--- config.mk ---
export PLATFORM = sky130hd
export DESIGN_NAME = erv_queue
export DESIGN_NICKNAME = d
export VERILOG_FILES = /design/src/rtl/core/erv_pkg.sv /design/src/rtl/core/erv_queue.sv
export SDC_FILE = /design/constraint.sdc
export NUM_CORES = 1
export LEC_CHECK = 0
export BUFFER_PORTS_ARGS = -buffer_cell sky130_fd_sc_hd__buf_2
export CAP_MARGIN = 25
export CORE_MARGIN = 4
export CORE_UTILIZATION = 25
export CTS_CLUSTER_SIZE = 40
export DETAILED_ROUTE_END_ITERATION = 10
export HOLD_SLACK_MARGIN = 0.08
export SYNTH_ARGS = -nofsm -noshare
export SYNTH_HDL_FRONTEND = slang
export SYNTH_SLANG_ARGS = --single-unit
--- constraint.sdc ---
create_clock -name clock -period 9.03 [get_ports clock]
set_input_delay 1.806 -clock clock [delete_from_list [all_inputs] [get_ports clock]]
set_output_delay 1.806 -clock clock [all_outputs]
set_load 0.01 [all_outputs]
--- src/rtl/core/erv_pkg.sv ---
// shared types, constants and the quarter-wave sine table builder for the
// euler rotate vector block; no dependencies
`default_nettype none

package erv_pkg;

   localparam int SINE_TABLE_DEPTH = 1024;            // must be a power of two
   localparam int TBL_BITS         = $clog2(SINE_TABLE_DEPTH);
   localparam int IDX_W            = TBL_BITS + 1;    // index runs 0..depth
   localparam int ANGLE_W          = 16;
   localparam int ENTRY_W          = 15;
   localparam int TRIG_W           = 17;
   localparam int VEC_W            = 32;
   localparam int QUEUE_DEPTH      = 2;

   localparam longint unsigned HALF_PI_Q30 = 64'd1686629713;
   localparam logic [ANGLE_W-1:0] QUARTER_TURN = 16'h4000;

   typedef logic [ENTRY_W-1:0] sine_rom_type [SINE_TABLE_DEPTH+1];

   typedef struct packed {
      logic signed [VEC_W-1:0] fx;
      logic signed [VEC_W-1:0] fy;
      logic signed [VEC_W-1:0] fz;
   } vec_type;

   typedef struct packed {
      logic signed [TRIG_W-1:0] sr;
      logic signed [TRIG_W-1:0] cr;
      logic signed [TRIG_W-1:0] sp;
      logic signed [TRIG_W-1:0] cp;
      logic signed [TRIG_W-1:0] sy;
      logic signed [TRIG_W-1:0] cy;
      vec_type                  vec;
   } trig_item_type;

   // taylor series in q2.30, evaluated at elaboration only
   function automatic sine_rom_type build_sine_rom();
      sine_rom_type      rom;
      longint unsigned   x;
      longint unsigned   x2;
      longint unsigned   term;
      longint signed     sum;
      longint signed     r;
      for (int i = 0; i <= SINE_TABLE_DEPTH; i++) begin
         x    = (HALF_PI_Q30 * longint'(i)) / SINE_TABLE_DEPTH;
         x2   = (x * x) >> 30;
         term = x;
         sum  = longint'(x);
         for (int k = 1; k <= 7; k++) begin
            term = (term * x2) >> 30;
            // divide by (2k)(2k+1)
            case (k)
               1: term = term / 64'd6;
               2: term = term / 64'd20;
               3: term = term / 64'd42;
               4: term = term / 64'd72;
               5: term = term / 64'd110;
               6: term = term / 64'd156;
               default: term = term / 64'd210;
            endcase
            if (k % 2 == 1) begin
               sum = sum - longint'(term);
            end else begin
               sum = sum + longint'(term);
            end
         end
         r = (sum + 64'sd16384) >>> 15;
         if (r > 64'sd32767) begin
            r = 64'sd32767;
         end
         if (r < 64'sd0) begin
            r = 64'sd0;
         end
         rom[i] = r[ENTRY_W-1:0];
      end
      return rom;
   endfunction

endpackage

`default_nettype wire

--- src/rtl/core/erv_queue.sv ---
// short fifo between front and back end
// depends on erv_pkg
`default_nettype none

module erv_queue (
   input  wire logic                   clock,
   input  wire logic                   reset,
   input  wire logic                   in_valid,
   output logic                        in_ready,
   input  wire erv_pkg::trig_item_type in_item,
   output logic                        out_valid,
   input  wire logic                   out_ready,
   output erv_pkg::trig_item_type      out_item
);

   localparam int PW = $clog2(erv_pkg::QUEUE_DEPTH);
   localparam int CW = $clog2(erv_pkg::QUEUE_DEPTH + 1);

   erv_pkg::trig_item_type entry_ff [erv_pkg::QUEUE_DEPTH];
   logic [PW-1:0] wr_ptr_ff, rd_ptr_ff;
   logic [CW-1:0] count_ff;
   logic          push, pop;

   assign in_ready  = count_ff != CW'(erv_pkg::QUEUE_DEPTH);
   assign out_valid = count_ff != '0;
   assign push      = in_valid && in_ready;
   assign pop       = out_valid && out_ready;
   assign out_item  = entry_ff[rd_ptr_ff];

   always_ff @(posedge clock) begin
      if (reset) begin
         wr_ptr_ff <= '0;
         rd_ptr_ff <= '0;
         count_ff  <= '0;
      end else begin
         if (push) wr_ptr_ff <= wr_ptr_ff + 1'b1;
         if (pop)  rd_ptr_ff <= rd_ptr_ff + 1'b1;
         if (push && !pop) begin
            count_ff <= count_ff + 1'b1;
         end else if (pop && !push) begin
            count_ff <= count_ff - 1'b1;
         end
      end
   end

   always_ff @(posedge clock) begin
      if (push) begin
         entry_ff[wr_ptr_ff] <= in_item;
      end
   end

endmodule

`default_nettype wire

==> Yosys cells after proc, flatten, opt, wreduce, memory -nomap -nowiden <==
Memories as Yosys holds them, arrays and structs flattened. A register that Yosys moved wholly into a read port is not among the register bits.
Index checks and enable logic that the tools add are counted.
{ "word_totals": {"ff_bits": 4, "ramBits": 396, "inputBits": 202, "out_inout_bits": 200, "word_cells": 23, "memories": 1} }
{ "classes": {"addsub": 4, "n_eq_ne": 1, "n_mux": 6, "n_reduce_logical": 8} }
{ "memory_table": {"columns": ["memory", "depth", "word_bits", "read_ports", "rd_ports_with_merged_regs", "wr", "line_no", "text"], "rows": [
  ["entry_ff", 2, 198, 1, 1, 1, "erv_queue.sv:19", "erv_pkg::trig_item_type entry_ff [erv_pkg::QUEUE_DEPTH];"]
]} }
{ "ops": {"columns": ["cell", "n"], "rows": [
  ["logical AND 1 bit", 4],
  ["2-to-1 mux 1 bit", 4],
  ["2-to-1 mux 2 bit", 2],
  ["nonzero test 2 bit", 2],
  ["adder 1 bit (second input constant)", 2],
  ["adder 2 x 1 -> 2 bit (second input constant)", 1],
  ["zero test 1 bit", 2],
  ["inequality test 2 bit (second input constant)", 1],
  ["subtractor 2 x 1 -> 2 bit (second input constant)", 1]
]} }

==> Longest topological paths before layout <==
Gate-level depths: netlist of the first run.
{ "depth": {"ltp_word": 6, "depth_mapped": 6, "mapped_depth_nobuf": 6} }

==> Worst setup path after synthesis of the first run <==
No wires, ideal clock.
{ "synth_timing": {"kind": "input-to-reg", "start": "input port in_valid", "end": "memory entry_ff[1][0] (netlist bit) (enable)", "setup_ns": 0.584, "arrival_ns": 6.380, "required_time_ns": 8.446, "slack_ns": 2.066, "path_stages": 1, "path_buffers": 0, "cell_sequence": "and3_1"} }
{ "synth_via": {"elab_chain_cells": 3} }
{ "synth_rtl": {"columns": ["item", "line_no", "text"], "rows": [
  ["from (decl)", "erv_queue.sv:8", "input wire logic in_valid,"],
  ["logical AND 1 bit", "erv_queue.sv:26", "assign push = in_valid && in_ready;"],
  ["2-to-1 mux 1 bit", "erv_queue.sv:47", "if (push) begin"],
  ["2-to-1 mux 1 bit (not written as such)", "erv_queue.sv:48", "entry_ff[wr_ptr_ff] <= in_item;"],
  ["to (decl)", "erv_queue.sv:19", null]
]} }
Every way passes these cells.

==> out/qor.yml, run 1 <==
multi_input_area_sq_um: 2730
peakVddDrop_mv: 0.293
yosysWarningCount: 0
final_antenna_net_count: 0
fin_nets: 1276
tightest_slew_ns: 1.03
grt_pass1_vias: 8089
p_leak_nw: 7.16
min_path_type: "register to register"
syn_inst: 640
drive_above_1_share_pct: 60.6
grt_pass1_wl_um: 47500
wl_um: 32400
ctsResizeCount: 0
hold_violations: 0
grt.total_usage_pct: 9.65
min_period_ns: 4.46
clk_latency_ns: 0.54
grt_max_degree: 98
synth_seq_cells: 401
cp_data_required_time_ns: 7.22
synth_top_area_cell: "edfxtp_1"
rows: 89
die_width_um: 252
fin_worst_skew_ns: 0.0163
fin_crit_sh_pct: 49.4
synth.area.top_cells: "edfxtp_1 (80%), mux2_4 (10%), mux2_2 (7.4%)"
post_cts_buffers: 0
clk_pin_slew_worst_paths_ns: 0.05
yosys-top-cells-count: "edfxtp_1 (396), mux2_4 (100), mux2_2 (98), buf_6 (15), buf_2 (7)"
syn-cell-area_sq_um: 14900
io_buffers: 401
drc_errors: 0
worstPathMaxFanout: 97
rsz0062_at_grt: "no"
fmax_mhz: 224
syn2layout_area_growth_pct: 28.6
viasPerCell: 4.01
drv_cap: 0
setup_viol: 0
setup_slack_ns: 4.57
clkSinkCount: 401
finalMaxSlewViolations: 0
cts_tree: "yes"
syn_avg_cell_area_sq_um: 23.3
synth_cell_type_count: 19
cp-start-kind: "register"
final_cell_area_sq_um: 19200
root_buffer: "clkbuf_16"
power_density_nw_per_um2: 282
dpl-instance-area_sq_um: 17800
drt_iter0_drc: 374
clockBufferDepth: 3
gr-total-overflow: 0
die_y_um: 252
ys_seq_area_share_pct: 80.4
dp_slack_ns: 4.67
routedWlPerCell_um: 17.3
drt_first_pass_iters: 4
synth.top_cell.area_share_pct: 79.7
synth.most_common_cell: "edfxtp_1"
dieArea_sq_um: 63700
fill_cells: 5742
num_vias: 7529
synth_fp_nets: 843
arrival_ns: 2.65
core_area_sq_um: 59000
async_flop_share_pct: 0
cp-end-kind: "output pin"
tns_ns: 0
io_pins: 402
path_class: "register to output pin"
dp_hpwl_um: 21800
globalplace.congestion: 0.704
outcome: "complete, no violations"
synth_edf_count: 396
start_util_pct: 25.3
synth_flop_cell: "edfxtp_1"
hold_buffers: 0
h-tree-depth: 2
cts_buffers: 44
grt_antenna_before_repair: 8
regArea_sq_um: 12000
slew_headroom_pct: 31.7
[cell families (layout without fill, tap and decap cells)]
kind of cell,Yosys count,count (layout),synth area share (%)
other,0,4,0
flip-flops,401,401,80.4
AND/OR/NAND/NOR,9,9,0.336
buffers and inverters,23,485,1.39
XOR/XNOR,3,3,0.176
multiplexers,198,198,17.5
AO/OA/AOI/OAI,5,5,0.201
adder cells (fa/ha/maj),1,1,0.0838
[sequential cells by signal, indices dropped and copies added (netlist names), named ones only]
register / flops
entry_ff: 396
count_ff: 2
rd_ptr_ff: 1
wr_ptr_ff: 1
[layer usage]
layer | vias to the layer above | part of all wire [%] | GRT usage [%]
li1 | 3434 | - | -
met1 | 3754 | 39 | 11.1
met2 | 283 | 50 | 16.6
met3 | 52 | 8.8 | 3.99
met4 | 6 | 2.1 | 2.70
met5 | - | 0.083 | 0
[area by class of cell]
class / count / area share [%]
diodes: 4 / 0.0522
clock inverters: 22 / 1.16
flip-flops and latches: 401 / 62.5
well taps: 773 / 5.04
inverters: 1 / 0.0587
clock buffers: 53 / 6.02
multi-input cells: 216 / 14.2
repair buffers: 409 / 10.9
[worst max-delay path, stage by stage, from the launching register on]
cell	delay, ns
dfxtp_4	0.80
buf_12	0.43
mux2_2	0.41
buf_2	0.14
[through the flow]
step	instances	power, W	utilization [%]	hold WS (ns)
2_1_floorplan	640	0.00333	-	0.471
4_1_cts	1874	0.00551	32.5	0.523
3_3_place_gp	1799	0.00375	30.1	0.488
3_5_place_dp	1799	0.00377	30.1	0.511
5_1_grt	1877	0.00568	32.5	0.574
6_report	1879	0.00541	32.5	0.520
[final timing paths]
path | startpoint | endpoint | slack, ns | depth (start not counted)
worst max-delay path | register | out_item[10] | 4.57 | 3
worst min-delay path | rd_ptr_ff$_SDFFE_PP0P_ | rd_ptr_ff$_SDFFE_PP0P_ | 0.52 | 2
worst max register to register | count_ff[0]$_SDFFE_PP0P_ | entry_ff[1][23]$_DFFE_PP_ | 6.08 | 4
worst min register to register | rd_ptr_ff$_SDFFE_PP0P_ | rd_ptr_ff$_SDFFE_PP0P_ | 0.52 | 2
[where the power goes]
part / internal (W) / total [W] / switching [W]
Sequential: 0.00233 / 0.00241 / 0.0000823
Combinational: 0.000629 / 0.00129 / 0.000659
Clock: 0.00102 / 0.00171 / 0.000690
Total: 0.00398 / 0.00541 / 0.00143
[layout by cell type (no fill, tap or decap), types with 2 or more instances in the layout]
cell        count
buf_2         401
diode_2         4
edfxtp_1      396
clkbuf_16      45
a21oi_1         2
clkinv_4        2
bufinv_16       4
xor2_1          3
clkinvlp_4      3
clkbuf_1        8
o21ai_0         2
dfxtp_1         4
nor2_1          3
mux2_2         98
mux2_4        100
buf_4           6
clkinv_1       11
Note: power is estimated with default switching activity, not from simulation.
==> run 2, diff against run 1 <==
clock period = 4.3 ns   (was 9.03 ns; I/O delays follow)
==> run 2 against run 1 <==
Clock power rose by 120%. Critical path depth is the same. Utilization increased by 0.35 points. Non-clock buffer count increased by 13. Critical endpoint is now out_item[160]. Global-route usage down 0.17 points. Sequential share of layout area decreased by 0.67 points.
==> out/qor.yml, run 2 (synthesis results as in run 1) <==
power.share.clock_pct: 32.4
clk_pin_slew_worst_paths_ns: 0.06
final_cell_area_sq_um: 19400
top_register: "entry_ff"
busiest_layer: "met2"
dpl.cell_count: 1813
clk_latency_ns: 0.54
worstReg2RegEnd: "entry_ff[1][54]$_DFFE_PP_"
arrival_ns: 2.36
dieArea_sq_um: 63700
drv_cap: 0
worstPathMaxFanout: 45
start_util_pct: 25.3
outcome: "complete, no violations"
reg2reg_depth: 3
root_buffer: "clkbuf_16"
comb_power_share_pct: 23.7
largestRegisters: "entry_ff: 396 flops, count_ff: 2 flops"
min_path_type: "input pin to register"
grt_antenna_before_repair: 5
power.internal_w: 0.00852
power_w: 0.0116
final_antenna_net_count: 0
cts_tree: "yes"
critical-path-top-delay-family: "flip-flops"
grt_max_degree: 102
hold_buffers: 0
cp-endpoint: "out_item[160]"
final_cell_mix: "buf_2 (401), edfxtp_1 (396), mux2_4 (100)"
final_cells: 1894
path_class: "register to output pin"
dpl-instance-area_sq_um: 17900
clkSinkCount: 401
globalplace.congestion: 0.743
hold_violations: 0
rows: 89
p_sw_w: 0.00304
fin_crit_sh_pct: 74.9
routedWlPerCell_um: 16.9
die_y_um: 252
fill_cells: 5731
fin_worst_skew_ns: 0.00854
finalMaxSlewViolations: 0
crit_chain: "buf_12 > mux2_2 > buf_2"
r2r_slack_ns: 2.14
path_depth: 3
crit_path_max_incr_delay_ns: 0.88
io_buffers: 401
viasPerCell: 3.95
met1_usage_pct: 11.0
fmax_mhz: 310
fin_nets: 1287
dp_hpwl_um: 22300
gr-total-overflow: 0
drive_above_1_share_pct: 61.7
ctsResizeCount: 0
num_vias: 7477
grt.met2_usage_pct: 16.1
final_util_pct: 32.9
reg2reg_from: "count_ff[0]$_SDFFE_PP0P_"
met3_usage_pct: 3.54
setup_viol: 0
cp-end-kind: "output pin"
cts_buffers: 42
grt_pass1_wl_um: 46700
p_seq_share_pct: 43.9
cp_data_required_time_ns: 3.44
cp-start-kind: "register"
regArea_sq_um: 12000
die_width_um: 252
min_period_ns: 3.22
p_leak_nw: 7.27
io_pins: 402
tns_ns: 0
grt.total_usage_pct: 9.47
drc_errors: 0
layout_commonest_cell: "buf_2"
clockBufferDepth: 3
multi_input_area_sq_um: 2730
cp_num_buf_inv: 2
h-tree-depth: 2
swShare_pct: 26.3
slew_headroom_pct: 43.6
core_area_sq_um: 59000
tightest_slew_ns: 0.846
wl_um: 32100
peakVddDrop_mv: 0.330
largest_reg_flops: 396
rsz0062_at_grt: "no"
drt_first_pass_iters: 4
syn2layout_area_growth_pct: 30.0
grt_pass1_vias: 8037
slowest_stage: "dfxtp_4"
drt_iter0_drc: 320
post_cts_buffers: 0
power_density_nw_per_um2: 596
-- run 2: cell types whose count changed in the layout (fill, tap and decap cells not counted), sizes merged --
cell / change
clkinv: -1
bufinv: +2
buf: +13
clkbuf: -2
inv: +1
clkinvlp: +2
-- run 2: worst min path at each step --
stage	startpoint	to	slack, ns	cells after the start
global route	in_item[5]	entry_ff[0][5]$_DFFE_PP_	0.45	1
detailed placement	rd_ptr_ff$_SDFFE_PP0P_	rd_ptr_ff$_SDFFE_PP0P_	0.49	2
global placement	rd_ptr_ff$_SDFFE_PP0P_	rd_ptr_ff$_SDFFE_PP0P_	0.48	2
CTS	in_item[31]	entry_ff[0][31]$_DFFE_PP_	0.44	1
finish	in_item[31]	entry_ff[0][31]$_DFFE_PP_	0.50	1
floorplan	count_ff[1]$_SDFFE_PP0P_	count_ff[1]$_SDFFE_PP0P_	0.47	2
-- run 2: per-layer routing --
| metal | wire (um) | vias up | part of all wire, % |
|---|---|---|---|
| met2 | 16200 | 273 | 51 |
| met1 | 12300 | 3701 | 38 |
| met5 | 20 | - | 0.062 |
| li1 | - | 3444 | - |
| met4 | 803 | 4 | 2.5 |
| met3 | 2690 | 55 | 8.4 |
-- run 2: power by group through the flow --
stage | logic (W) | clock network, W | registers [W]
after floorplan | 0.00185 | 0 | 0.00510
after detailed placement | 0.00280 | 0 | 0.00516
after CTS | 0.00281 | 0.00387 | 0.00508
final | 0.00274 | 0.00374 | 0.00507
after global placement | 0.00278 | 0 | 0.00515
after global routing | 0.00294 | 0.00405 | 0.00512
-- run 2: worst reg2reg max path: stages (launching register included) --
cell and delay (ns):
dfxtp_1 0.39, nand2b_1 0.23, and3_4 0.76, buf_4 0.45
-- run 2: layout make-up --
type                    count  share of cell area [%]
diodes                      4                  0.0516
repair buffers            422                    11.5
inverters                   1                  0.0387
multi-input cells         216                    14.1
clock buffers              51                    5.92
flip-flops and latches    401                    61.8
clock inverters            26                    1.55
well taps                 773                    4.99
-- run 2: through the flow --
stage / worst slack (ns) / hold slack [ns]
after global routing: 0.929 / 0.445
after global placement: 1.58 / 0.484
after detailed placement: 1.59 / 0.493
after CTS: 0.978 / 0.445
final: 1.08 / 0.496
after floorplan: -0.0387 / 0.471
